**src/rtl/two_level_channel_allocator_unit_assert.svh**
```systemverilog
// Assertion macros shared by the allocator RTL.
`ifndef TWO_LEVEL_CHANNEL_ALLOCATOR_UNIT_ASSERT_SVH
`define TWO_LEVEL_CHANNEL_ALLOCATOR_UNIT_ASSERT_SVH

// Same-cycle implication, disabled while in reset.
`define TLCA_ASSERT_SAME(lbl, clk_s, rst_s, ante, cons, msg) \
    lbl: assert property (@(posedge clk_s) disable iff (!rst_s) (ante) |-> (cons)) \
        else $error(msg);

// Next-cycle implication, disabled while in reset.
`define TLCA_ASSERT_NEXT(lbl, clk_s, rst_s, ante, cons, msg) \
    lbl: assert property (@(posedge clk_s) disable iff (!rst_s) (ante) |=> (cons)) \
        else $error(msg);

`endif

```
**src/rtl/tlca_pkg.sv**
```systemverilog
`default_nettype none

package tlca_pkg;

    // Default sizes
    localparam int DEF_DEVICES  = 8;
    localparam int DEF_MODULES  = 8;
    localparam int DEF_CHANNELS = 32;

    // Widest bit map the search function handles
    localparam int PICK_W = 32;

    typedef enum logic
    {
        OP_REQUEST = 1'b0,
        OP_RELEASE = 1'b1
    } op_t;

    typedef enum logic [1:0]
    {
        STATUS_OK        = 2'd0,
        STATUS_NO_SPACE  = 2'd1,
        STATUS_NOT_ALLOC = 2'd2
    } status_t;

    // Input item
    typedef struct packed
    {
        op_t        operation;
        logic [2:0] device;
        logic [2:0] release_module;
        logic [4:0] release_channel;
    } cmd_t;

    // Result item
    typedef struct packed
    {
        status_t    status;
        logic [2:0] got_module;
        logic [4:0] got_channel;
        logic       module_created;
        logic       module_destroyed;
    } result_t;

    typedef struct packed
    {
        logic       found;
        logic [4:0] idx;
    } pick_t;

    // Lowest clear bit of map among the bits set in mask
    function automatic pick_t lowest_free(input logic [PICK_W-1:0] map,
                                          input logic [PICK_W-1:0] mask);
        logic [PICK_W-1:0] avail;
        logic [PICK_W-1:0] first;
        pick_t             pick;
        avail = ~map & mask;
        first = avail & (~avail + PICK_W'(1));
        pick.found = |avail;
        pick.idx   = '0;
        for (int i = 0; i < PICK_W; i++)
        begin
            if (first[i])
            begin
                pick.idx = pick.idx | 5'(i);
            end
        end
        return pick;
    endfunction

endpackage

`default_nettype wire

```
**src/rtl/tlca_map_mem.sv**
```systemverilog
`default_nettype none

// Channel-map storage: one write port, one registered read port
module tlca_map_mem #(
    parameter int DEPTH = 64,
    parameter int WIDTH = 32,
    parameter int AW    = (DEPTH > 1) ? $clog2(DEPTH) : 1
) (
    input  logic             clk,
    input  logic             rd_en,
    input  logic [AW-1:0]    rd_addr,
    output logic [WIDTH-1:0] rd_data,
    input  logic             wr_en,
    input  logic [AW-1:0]    wr_addr,
    input  logic [WIDTH-1:0] wr_data
);

    logic [WIDTH-1:0] mem [DEPTH];
    logic [WIDTH-1:0] rd_data_reg;

    // write port
    always_ff @(posedge clk)
    begin
        if (wr_en)
        begin
            mem[wr_addr] <= wr_data;
        end
    end

    // read port, registered
    always_ff @(posedge clk)
    begin
        if (rd_en)
        begin
            rd_data_reg <= mem[rd_addr];
        end
    end

    assign rd_data = rd_data_reg;

endmodule

`default_nettype wire

```
**src/rtl/two_level_channel_allocator_unit.sv**
```systemverilog
`default_nettype none
// Two-level channel allocator. An item is taken when start is high and busy is low;
// its single result shows on result for exactly one cycle with done high and cannot
// be held off, so the user must capture it then. Channel maps live in a
// single-port-per-direction memory; a request walks the device's module rows one per
// cycle and then writes back, and busy stays high until an item is finished, so no
// new item is taken while one is in flight. The open-module bits are flip-flops that
// reset clears, and a row whose bit is clear reads as empty, so no clearing pass is
// needed after reset.
`include "two_level_channel_allocator_unit_assert.svh"

module two_level_channel_allocator_unit #(
    parameter int DEVICES  = tlca_pkg::DEF_DEVICES,
    parameter int MODULES  = tlca_pkg::DEF_MODULES,
    parameter int CHANNELS = tlca_pkg::DEF_CHANNELS
) (
    input  logic              clk,
    input  logic              rst_n,
    input  logic              start,
    input  tlca_pkg::cmd_t    cmd,
    output logic              busy,
    output logic              done,
    output tlca_pkg::result_t result
);

    import tlca_pkg::*;

    localparam int DEV_W = (DEVICES > 1) ? $clog2(DEVICES) : 1;
    localparam int MI_W  = (MODULES > 1) ? $clog2(MODULES) : 1;
    localparam int CH_W  = (CHANNELS > 1) ? $clog2(CHANNELS) : 1;
    localparam int DEPTH = DEVICES * MODULES;
    localparam int AW    = (DEPTH > 1) ? $clog2(DEPTH) : 1;

    localparam logic [CHANNELS-1:0] CH_FULL  = '1;
    localparam logic [MODULES-1:0]  MOD_FULL = '1;
    localparam logic [MI_W-1:0]     LAST_MOD = MI_W'(MODULES - 1);

    typedef enum logic [5:0]
    {
        ST_IDLE   = 6'b000001,
        ST_RD     = 6'b000010,
        ST_SCAN   = 6'b000100,
        ST_OPEN   = 6'b001000,
        ST_REQ_WR = 6'b010000,
        ST_REL    = 6'b100000
    } state_t;

    state_t               state_reg, state_next;
    cmd_t                 cmd_reg;
    logic [MI_W-1:0]      chk_m_reg, chk_m_next;
    logic [CHANNELS-1:0]  word_reg, word_next;
    logic                 done_reg, done_next;
    result_t              result_reg, result_next;
    logic [MODULES-1:0]   module_map_reg [DEVICES];

    // memory ports
    logic                 rd_en;
    logic [AW-1:0]        rd_addr;
    logic [CHANNELS-1:0]  rd_data;
    logic                 wr_en;
    logic [AW-1:0]        wr_addr;
    logic [CHANNELS-1:0]  wr_data;

    // open-module row update
    logic                 mm_we;
    logic [MODULES-1:0]   mm_row_next;

    logic                 accept;
    logic                 dev_ok;
    logic                 rel_ok;
    logic [DEV_W-1:0]     dev_idx;
    logic [MI_W-1:0]      rmod_idx;
    logic [CH_W-1:0]      ch_idx;
    logic [AW-1:0]        row_base;
    logic [MODULES-1:0]   dev_row;
    logic [MI_W-1:0]      sel_m;
    logic [MI_W-1:0]      chk_m_inc;
    logic [CHANNELS-1:0]  row_word;
    logic [CHANNELS-1:0]  rel_bit;
    logic [CHANNELS-1:0]  rel_word;
    pick_t                ch_pick;
    pick_t                mod_pick;

    assign accept = start && (state_reg == ST_IDLE);
    assign busy   = (state_reg != ST_IDLE);
    assign done   = done_reg;
    assign result = result_reg;

    tlca_map_mem #(
        .DEPTH (DEPTH),
        .WIDTH (CHANNELS),
        .AW    (AW)
    ) u_map_mem (
        .clk     (clk),
        .rd_en   (rd_en),
        .rd_addr (rd_addr),
        .rd_data (rd_data),
        .wr_en   (wr_en),
        .wr_addr (wr_addr),
        .wr_data (wr_data)
    );

    // decode of the held item
    assign dev_ok   = int'(cmd_reg.device) < DEVICES;
    assign rel_ok   = dev_ok && (int'(cmd_reg.release_module) < MODULES)
                      && (int'(cmd_reg.release_channel) < CHANNELS);
    assign dev_idx  = DEV_W'(cmd_reg.device);
    assign rmod_idx = MI_W'(cmd_reg.release_module);
    assign ch_idx   = CH_W'(cmd_reg.release_channel);
    assign row_base = AW'(int'(dev_idx) * MODULES);
    assign dev_row  = module_map_reg[dev_idx];

    // row read back; a closed module reads as empty
    assign sel_m     = (state_reg == ST_REL) ? rmod_idx : chk_m_reg;
    assign chk_m_inc = chk_m_reg + MI_W'(1);
    assign row_word  = dev_row[sel_m] ? rd_data : '0;
    assign rel_bit   = CHANNELS'(1) << ch_idx;
    assign rel_word  = row_word & ~rel_bit;

    // lowest free channel of the held row, lowest closed module of the device
    assign ch_pick  = lowest_free(PICK_W'(word_reg), PICK_W'(CH_FULL));
    assign mod_pick = lowest_free(PICK_W'(dev_row), PICK_W'(MOD_FULL));

    // sequencer
    always_comb
    begin
        state_next  = state_reg;
        chk_m_next  = chk_m_reg;
        word_next   = word_reg;
        done_next   = 1'b0;
        result_next = result_reg;
        rd_en       = 1'b0;
        rd_addr     = row_base;
        wr_en       = 1'b0;
        wr_addr     = row_base;
        wr_data     = '0;
        mm_we       = 1'b0;
        mm_row_next = dev_row;

        case (state_reg)
            ST_IDLE:
            begin
                if (accept)
                begin
                    state_next = ST_RD;
                end
            end

            // range check, first row read
            ST_RD:
            begin
                result_next = '0;
                if (cmd_reg.operation == OP_REQUEST)
                begin
                    if (!dev_ok)
                    begin
                        result_next.status = STATUS_NO_SPACE;
                        done_next          = 1'b1;
                        state_next         = ST_IDLE;
                    end
                    else
                    begin
                        rd_en      = 1'b1;
                        rd_addr    = row_base;
                        chk_m_next = '0;
                        state_next = ST_SCAN;
                    end
                end
                else
                begin
                    if (!rel_ok)
                    begin
                        result_next.status = STATUS_NOT_ALLOC;
                        done_next          = 1'b1;
                        state_next         = ST_IDLE;
                    end
                    else
                    begin
                        rd_en      = 1'b1;
                        rd_addr    = row_base + AW'(rmod_idx);
                        state_next = ST_REL;
                    end
                end
            end

            // look for a partly used module, next row read in flight
            ST_SCAN:
            begin
                if ((row_word != '0) && (row_word != CH_FULL))
                begin
                    word_next  = row_word;
                    state_next = ST_REQ_WR;
                end
                else if (chk_m_reg == LAST_MOD)
                begin
                    state_next = ST_OPEN;
                end
                else
                begin
                    chk_m_next = chk_m_inc;
                    rd_en      = 1'b1;
                    rd_addr    = row_base + AW'(chk_m_inc);
                end
            end

            // grant lowest free channel of the found module
            ST_REQ_WR:
            begin
                wr_en                   = 1'b1;
                wr_addr                 = row_base + AW'(chk_m_reg);
                wr_data                 = word_reg | (CHANNELS'(1) << ch_pick.idx);
                result_next.status      = STATUS_OK;
                result_next.got_module  = 3'(chk_m_reg);
                result_next.got_channel = ch_pick.idx;
                done_next               = 1'b1;
                state_next              = ST_IDLE;
            end

            // open the lowest closed module with channel 0, else report no space
            ST_OPEN:
            begin
                if (!mod_pick.found)
                begin
                    result_next.status = STATUS_NO_SPACE;
                end
                else
                begin
                    wr_en                      = 1'b1;
                    wr_addr                    = row_base + AW'(MI_W'(mod_pick.idx));
                    wr_data                    = CHANNELS'(1);
                    mm_we                      = 1'b1;
                    mm_row_next                = dev_row | (MODULES'(1) << mod_pick.idx);
                    result_next.status         = STATUS_OK;
                    result_next.got_module     = 3'(mod_pick.idx);
                    result_next.module_created = 1'b1;
                end
                done_next  = 1'b1;
                state_next = ST_IDLE;
            end

            // clear the channel, close the module when it empties; a channel not held reports not allocated
            ST_REL:
            begin
                if ((row_word & rel_bit) == '0)
                begin
                    result_next.status = STATUS_NOT_ALLOC;
                end
                else
                begin
                    wr_en              = 1'b1;
                    wr_addr            = row_base + AW'(rmod_idx);
                    wr_data            = rel_word;
                    result_next.status = STATUS_OK;
                    if (rel_word == '0)
                    begin
                        mm_we                        = 1'b1;
                        mm_row_next                  = dev_row & ~(MODULES'(1) << rmod_idx);
                        result_next.module_destroyed = 1'b1;
                    end
                end
                done_next  = 1'b1;
                state_next = ST_IDLE;
            end

            default:
            begin
                state_next = ST_IDLE;
            end
        endcase
    end

    // control registers
    always_ff @(posedge clk or negedge rst_n)
    begin
        if (!rst_n)
        begin
            state_reg <= ST_IDLE;
            done_reg  <= 1'b0;
            chk_m_reg <= '0;
        end
        else
        begin
            state_reg <= state_next;
            done_reg  <= done_next;
            chk_m_reg <= chk_m_next;
        end
    end

    // open-module bits, cleared by reset
    always_ff @(posedge clk or negedge rst_n)
    begin
        if (!rst_n)
        begin
            for (int d = 0; d < DEVICES; d++)
            begin
                module_map_reg[d] <= '0;
            end
        end
        else if (mm_we)
        begin
            module_map_reg[dev_idx] <= mm_row_next;
        end
    end

    // item and result payload
    always_ff @(posedge clk)
    begin
        if (accept)
        begin
            cmd_reg <= cmd;
        end
        word_reg   <= word_next;
        result_reg <= result_next;
    end

    // checks
    `TLCA_ASSERT_NEXT(a_accept_busy, clk, rst_n, start && !busy, busy && !done,
        "accepted item did not start the sequencer")
    `TLCA_ASSERT_SAME(a_done_idle, clk, rst_n, done, !busy,
        "result strobe while sequencer still busy")
    `TLCA_ASSERT_NEXT(a_done_single, clk, rst_n, done, !done,
        "result strobe lasted more than one cycle")
    `TLCA_ASSERT_SAME(a_create_ok, clk, rst_n, done && result.module_created,
        result.status == STATUS_OK && !result.module_destroyed,
        "module opened without a clean grant")

endmodule

`default_nettype wire

```
**config.mk**
```make
export PLATFORM = sky130hd
export DESIGN_NAME = two_level_channel_allocator_unit
export DESIGN_NICKNAME = d
export VERILOG_FILES = /design/src/rtl/tlca_pkg.sv /design/src/rtl/tlca_map_mem.sv /design/src/rtl/two_level_channel_allocator_unit.sv
export VERILOG_INCLUDE_DIRS = /design/src /design/src/rtl
export SDC_FILE = /design/constraint.sdc
export NUM_CORES = 2
export LEC_CHECK = 0
export BUFFER_PORTS_ARGS = -buffer_cell sky130_fd_sc_hd__buf_2
export CORE_UTILIZATION = 35
export DETAILED_ROUTE_END_ITERATION = 10
export HOLD_SLACK_MARGIN = 0.05
export PLACE_DENSITY = 0.46
export SYNTH_ARGS = -nofsm -noshare
export SYNTH_HDL_FRONTEND = slang
export SYNTH_SLANG_ARGS = --single-unit
```
**constraint.sdc**
```tcl
create_clock -name clk -period 10.5 [get_ports clk]
set_input_delay 1.05 -clock clk [delete_from_list [all_inputs] [get_ports clk]]
set_output_delay 1.05 -clock clk [all_outputs]
set_load 0.05 [all_outputs]
```
Word level (Yosys, flattened, before mapping) --
Memory sizes are Yosys's and may differ from the RTL's. A register that Yosys moved wholly into a read port is not among the register bits. Cells that the tools add are included. Widths: inputs -> output; s select.
Operators by class: add/subtract/negate cells 7, $mul 0, divide/modulo/power cells 0, $lt $le $gt $ge 3, equal/unequal tests 18, shifts and indexed selects 4, muxes and demuxes 184, bitwise gates (word level) 14, reductions and logical operators 20
Operator list (number):
- $mux 32 | 6
- $mux 6 | 28
- $mux 5 | 32
- $and 32x32->32 | 3
- $not 32->32 | 3
- $pmux 32 s3 | 1
- $mux 8 | 10
- $add 32x1->32 const B | 2
- $bwmux 64 | 1
- $logic_not 32->1 | 2
- $mux 4 | 16
- $shl 1x5->32 const A | 2
- $mux 3 | 20
- $mux 1 | 40
- $pmux 6 s3 | 2
- $and 8x32->32 | 1
- $ne 32x32->1 const B | 1
- $not 8->32 | 1
- $or 32x32->32 | 1
- $reduce_bool 32->1 | 1
- $mux 2 | 13
- $add 6x3->6 | 4
- $bmux 8 s3 | 1
- $demux 8 s3 | 1
- 39 further kinds | 58
Storage, ports and cells: register bits after elaboration 130, latch bits 0, bits in writable memories 2048, ROM bits 0, input bits 15, output and inout bits 14, logic and storage cells 272, memories 1
Memory list:
- u_map_mem.mem | depth 64, width 32, read ports 1, clocked after Yosys merged registers in 1, write ports 1, line tlca_map_mem.sv:18 | logic [WIDTH-1:0] mem [DEPTH];

Logic depth before layout (Yosys ltp) --
depth in word-level cells 45, mapped depth 20, mapped depth without buffers 12

By module --
From an unflattened synthesis, not the netlist that was laid out.
Second synthesis, totals: cells, all modules 4151, area total of the unflattened synthesis 87117.3 um^2
By module, submodules not included:
- tlca_map_mem | instances 1, cells each 3324, area an instance 78835.6 um^2
- two_level_channel_allocator_unit | instances 1, cells each 827, area an instance 8281.7 um^2

Least setup slack after synthesis --
Ideal clock, no wire load.
path kind register to register, start point register state_reg[3], end point memory u_map_mem.mem[0][14] (data pin), library setup time 0.702 ns, arrival time 5.182 ns, path slack 4.616 ns, cell stages (with the launch flop) 10, path buffers 1, period minus slack after synthesis 5.884 ns, path through dfrtp_1 > or4_4 > nor3_4 > nor2_2 > mux2_4 > a31o_2 > nor2_1 > nand3_1 > clkbuf_1 > o21ai_0
On the way: longest elaborated chain between the ends 10, elaborated cells on any way between the ends 13, classes of those cells 3 x eq/ne; 7 x mux; 2 x bitwise; 1 x reduce/logical
Ends and longest elaborated chain:
- start, declared | line two_level_channel_allocator_unit.sv:48 | state_t state_reg, state_next;
- start signal, assigned | line two_level_channel_allocator_unit.sv:283 | state_reg <= state_next;
- $eq 6x6->1 | line two_level_channel_allocator_unit.sv:114, two_level_channel_allocator_unit.sv:140
- $mux 3 | line two_level_channel_allocator_unit.sv:114 | assign sel_m = (state_reg == ST_REL) ? rmod_idx : chk_m_reg;
- $bmux 1 s3 | line two_level_channel_allocator_unit.sv:116 | assign row_word = dev_row[sel_m] ? rd_data : '0;
- $mux 1 (implied by the code) | line two_level_channel_allocator_unit.sv:116
- $mux 32 | line two_level_channel_allocator_unit.sv:116
- $and 32x32->32 | line two_level_channel_allocator_unit.sv:244 | if ((row_word & rel_bit) == '0)
- $logic_not 32->1 | line two_level_channel_allocator_unit.sv:244
- $mux 32 | line two_level_channel_allocator_unit.sv:244
- $mux 32 | line two_level_channel_allocator_unit.sv:140 | case (state_reg)
- $pmux 32 s3 (*) | line two_level_channel_allocator_unit.sv:140
- named net u_map_mem.wr_data[14] | line tlca_map_mem.sv:15 | input logic [WIDTH-1:0] wr_data
- end, declared | line tlca_map_mem.sv:18
Mark *: on every way through the listed nets, which the timed path passes. The rest lies on a longest branch. The select of a mux whose other input is x is not followed.

Final worst setup path --
start point register cmd_reg (netlist bit dev_idx[0]), end point register u_map_mem.rd_data_reg[11] (netlist: u_map_mem.rd_data[11]), read port of u_map_mem.mem (data pin)
On the way: longest elaborated chain between the ends 12, elaborated cells on any way between the ends 27, classes of those cells 2 x add/sub; 1 x eq/ne; 21 x mux; 1 x bitwise; 2 x reduce/logical
Ends and longest elaborated chain:
- start, declared | line two_level_channel_allocator_unit.sv:49 | cmd_t cmd_reg;
- start signal, assigned | line two_level_channel_allocator_unit.sv:310 | cmd_reg <= cmd;
- $not 3->4 (implied by the code) | line two_level_channel_allocator_unit.sv:111 | assign dev_row = module_map_reg[dev_idx];
- $bmux 8 s3 | line two_level_channel_allocator_unit.sv:111
- $mux 8 (implied by the code) (2 in series) | line two_level_channel_allocator_unit.sv:111
- $bmux 1 s3 | line two_level_channel_allocator_unit.sv:116
- $mux 1 (implied by the code) | line two_level_channel_allocator_unit.sv:116
- $mux 32 | line two_level_channel_allocator_unit.sv:116
- $ne 32x32->1 or $reduce_bool 32->1 (tied branches) | line two_level_channel_allocator_unit.sv:189 | if ((row_word != '0) && (row_word != CH_FULL))
- $logic_and 1x1->1 | line two_level_channel_allocator_unit.sv:189
- $mux 6 or $mux 1 (tied branches) | line two_level_channel_allocator_unit.sv:189
- $mux 6 or $mux 1 (tied branches) | line two_level_channel_allocator_unit.sv:140
- $pmux 6 s2 or $pmux 1 s2 (tied branches) | line two_level_channel_allocator_unit.sv:140
- end, declared | line tlca_map_mem.sv:19 | logic [WIDTH-1:0] rd_data_reg;
Several ways; a longest one is shown, not always the timed one. The select of a mux whose other input is x is not followed. A chain may end at the register's enable or synchronous reset.

==> flow_summary.ini <==
[outcome]
outcome = completed

[worst_setup_path]
crit_path_start = dev_idx[0]
critical_path.max_fanout = 36
path_cells = buf_4 > inv_1 > nand3_2 > buf_4 > o221ai_1 > o2111ai_1 > o31a_1 > buf_4 > a21o_1 > nand2_2 > buf_4 > nor2_4 > buf_4 > a31oi_1 > nand4_1 > and4_1 > nand4_1
critical-path-slowest-cell = nor2_4
crit_required_ns = 11.08
regToRegStartpoint = dev_idx[0]
critPathKind = flip-flop to flip-flop
worstPathArrival_ns = 7.60
cp_common_cell = buf_4
cpPeakStageDelay_ns = 0.87
end_kind = flip-flop
start_kind = flip-flop

[clocking]
post_cts_buffers = 0
cts_buffers = 233
tritoncts = yes
ctsLongestPathBuffers = 3
clock-sinks = 2210
htree_levels = 4
ctsHoldBuffers = 0
clk_latency_ns = 0.88
clk_pin_slew_worst_paths_ns = 0.06
cts_resized = 0
clock-root-buffer = clkbuf_16

[yosys]
syn_inst = 6310
yosysTopAreaCellShare = 0.7281
synth.avg_cell_area_um2 = 13.96
synthTopCellsByArea = edfxtp_1 73%, nand2_1 7.0%, nand3_1 2.9%
synth.most_common_cell = edfxtp_1
synth_enable_flop_cells = 2136
ys_ff_latch = 2210
synth_fp_nets = 6327
ys.flop_type = edfxtp_1
ys_types = 89
synth_area_leader_cell = edfxtp_1
yosys_warnings = 0
synthArstFlopShare = 0.03348
synth.cell_area_um2 = 88090
yosysSeqAreaShare = 0.7492
synth_common_cells = 2136 x edfxtp_1, 1641 x nand2_1, 518 x nand3_1

[sta]
hold_viol = 0
setup_tns_ns = 0
fmax_mhz = 142.6
period_share = 0.6679
worst_slew_margin_rel = 0.1070
rsz0062_at_grt = no
finalSetupViolCount = 0
fin_skew_ns = 0.04262
final_max_slew_viol_count = 0
worstMarginPinSlew_ns = 1.336
hold_ws_ns = 0.3499
period_needed_ns = 7.013

[detailed_routing]
drt_wl_total_um = 297200
drt-pass1-iter-count = 6
wl_per_cell_um = 30.08
post_drt_via_cell_ratio = 5.586
drc_errors = 0
vias = 55190
drtIter0Drc = 6622
antenna_left = 0

[global_routing]
grt_start_max_net_pins = 192
grt_pass1_vias = 53110
antenna_found_initial = 13
grt_pass1_wl_um = 416500
grtUsageTotal = 0.2320
gr-total-overflow = 0

[placed_design]
place_inst = 9450
globalplace.congestion = 0.8376
dp_hpwl_um = 156000
portBuffers = 28
place_area_um2 = 93050

[floorplan]
die_width_um = 503.7
placementRows = 183
die_height_um = 503.7
core_area_um2 = 249300
initial_utilization = 0.3533
dieArea_um2 = 253700
ios = 29

[power]
vdd_drop_max_mv = 0.1799
power.density_nw_per_um2 = 196.3
leakage_nw = 31.68
power_mw = 19.64

[layout]
multi_input_area_um2 = 21240
layout-drive-gt1-share = 0.1157
largest_reg_flops = 2048
num-nets-final = 6372
fillers = 23070
area_growth_pct = 13.55
fin_cells = 9879
post-route-cell-area_um2 = 100000
regArea_um2 = 65990

[worst_hold_path]
min-delay-start = cmd[5]
hold_class = primary input to flip-flop

[run]
maxCapViolations = 0
-- per-layer routing --
layer	track usage	up-vias	wire, µm
met4	0.05586	0	6545
li1	-	23990	-
met3	0.03581	371	19000
met2	0.3743	2012	140400
met5	0	-	0
met1	0.3274	28820	131200
-- path summary, 6_finish.rpt --
| check | endpoint | slack [ns] | depth (start not counted) |
|---|---|---|---|
| worst max-delay path | u_map_mem.rd_data[11] | 3.49 | 17 |
| worst min-delay path | rmod_idx[0] | 0.35 | 1 |
| worst max register to register | u_map_mem.rd_data[11] | 3.49 | 17 |
| worst min register to register | module_map_reg[5] | 0.50 | 1 |
| max in group asynchronous | module_map_reg[5] | 9.53 | 1 |
| min in group asynchronous | module_map_reg[19] | 0.36 | 1 |
-- power breakdown --
group          switching, mW  internal [mW]
combinational           1.56          0.590
clock                   3.47           4.25
sequential             0.137           9.63
-- cell type report --
class,instances,share of cell area
flip-flops and latches,2210,0.6598
multi-input cells,3693,0.2124
clock buffers,287,0.06096
well taps,3330,0.04165
repair buffers,192,0.01549
clock inverters,138,0.008706
inverters,25,0.0009382
diodes,4,0.0001001
-- kinds of logic after synthesis --
| family | share of synthesized area |
|---|---|
| buffers and inverters | 0.02119 |
| XOR/XNOR | 0.00009944 |
| AO/OA/AOI/OAI | 0.05542 |
| flip-flops | 0.7492 |
| AND/OR/NAND/NOR | 0.1363 |
| multiplexers | 0.03750 |
| adder cells (fa/ha/maj) | 0.0002840 |
-- metrics by stage --
step	utilization	setup slack, ns
final	0.4012	3.487
after global routing	0.4011	3.169
after CTS	0.4011	3.547
after detailed placement	0.3732	3.532
after global placement	0.3732	3.602
after floorplan	-	4.616
-- worst max-delay path, delay by kind of cell (launching register included) --
kind,cells,cell delay (ns)
buffers and inverters,6,2.62
AND/OR/NAND/NOR,6,2.22
AO/OA/AOI/OAI,5,1.46
flip-flops,1,0.32
-- cells in the final DEF (no fill, tap or decap), drive strengths merged, types with 6 or more instances in the layout --
| cell type | instances |
|---|---|
| clkbuf | 287 |
| nand3 | 518 |
| buf | 192 |
| o2111ai | 29 |
| a221oi | 7 |
| o22ai | 24 |
| and4 | 29 |
| nand4 | 142 |
| nand3b | 13 |
| o21ai | 82 |
| nor3 | 31 |
| edfxtp | 2136 |
| a21oi | 76 |
| or2 | 8 |
| a31oi | 256 |
| mux2 | 72 |
| o221ai | 8 |
| and2 | 8 |
| mux4 | 41 |
| nor3b | 9 |
| and3 | 101 |
| o211ai | 10 |
| or3 | 6 |
| nor2 | 146 |
| mux2i | 156 |
| clkinv | 122 |
| nand2b | 15 |
| nor2b | 9 |
| a21o | 9 |
| inv | 30 |
| bufinv | 7 |
| nor4 | 20 |
| nand2 | 1641 |
| a32oi | 115 |
| a22oi | 10 |
| a211oi | 43 |
| dfrtp | 73 |
Power figures use the tool's default switching activity.
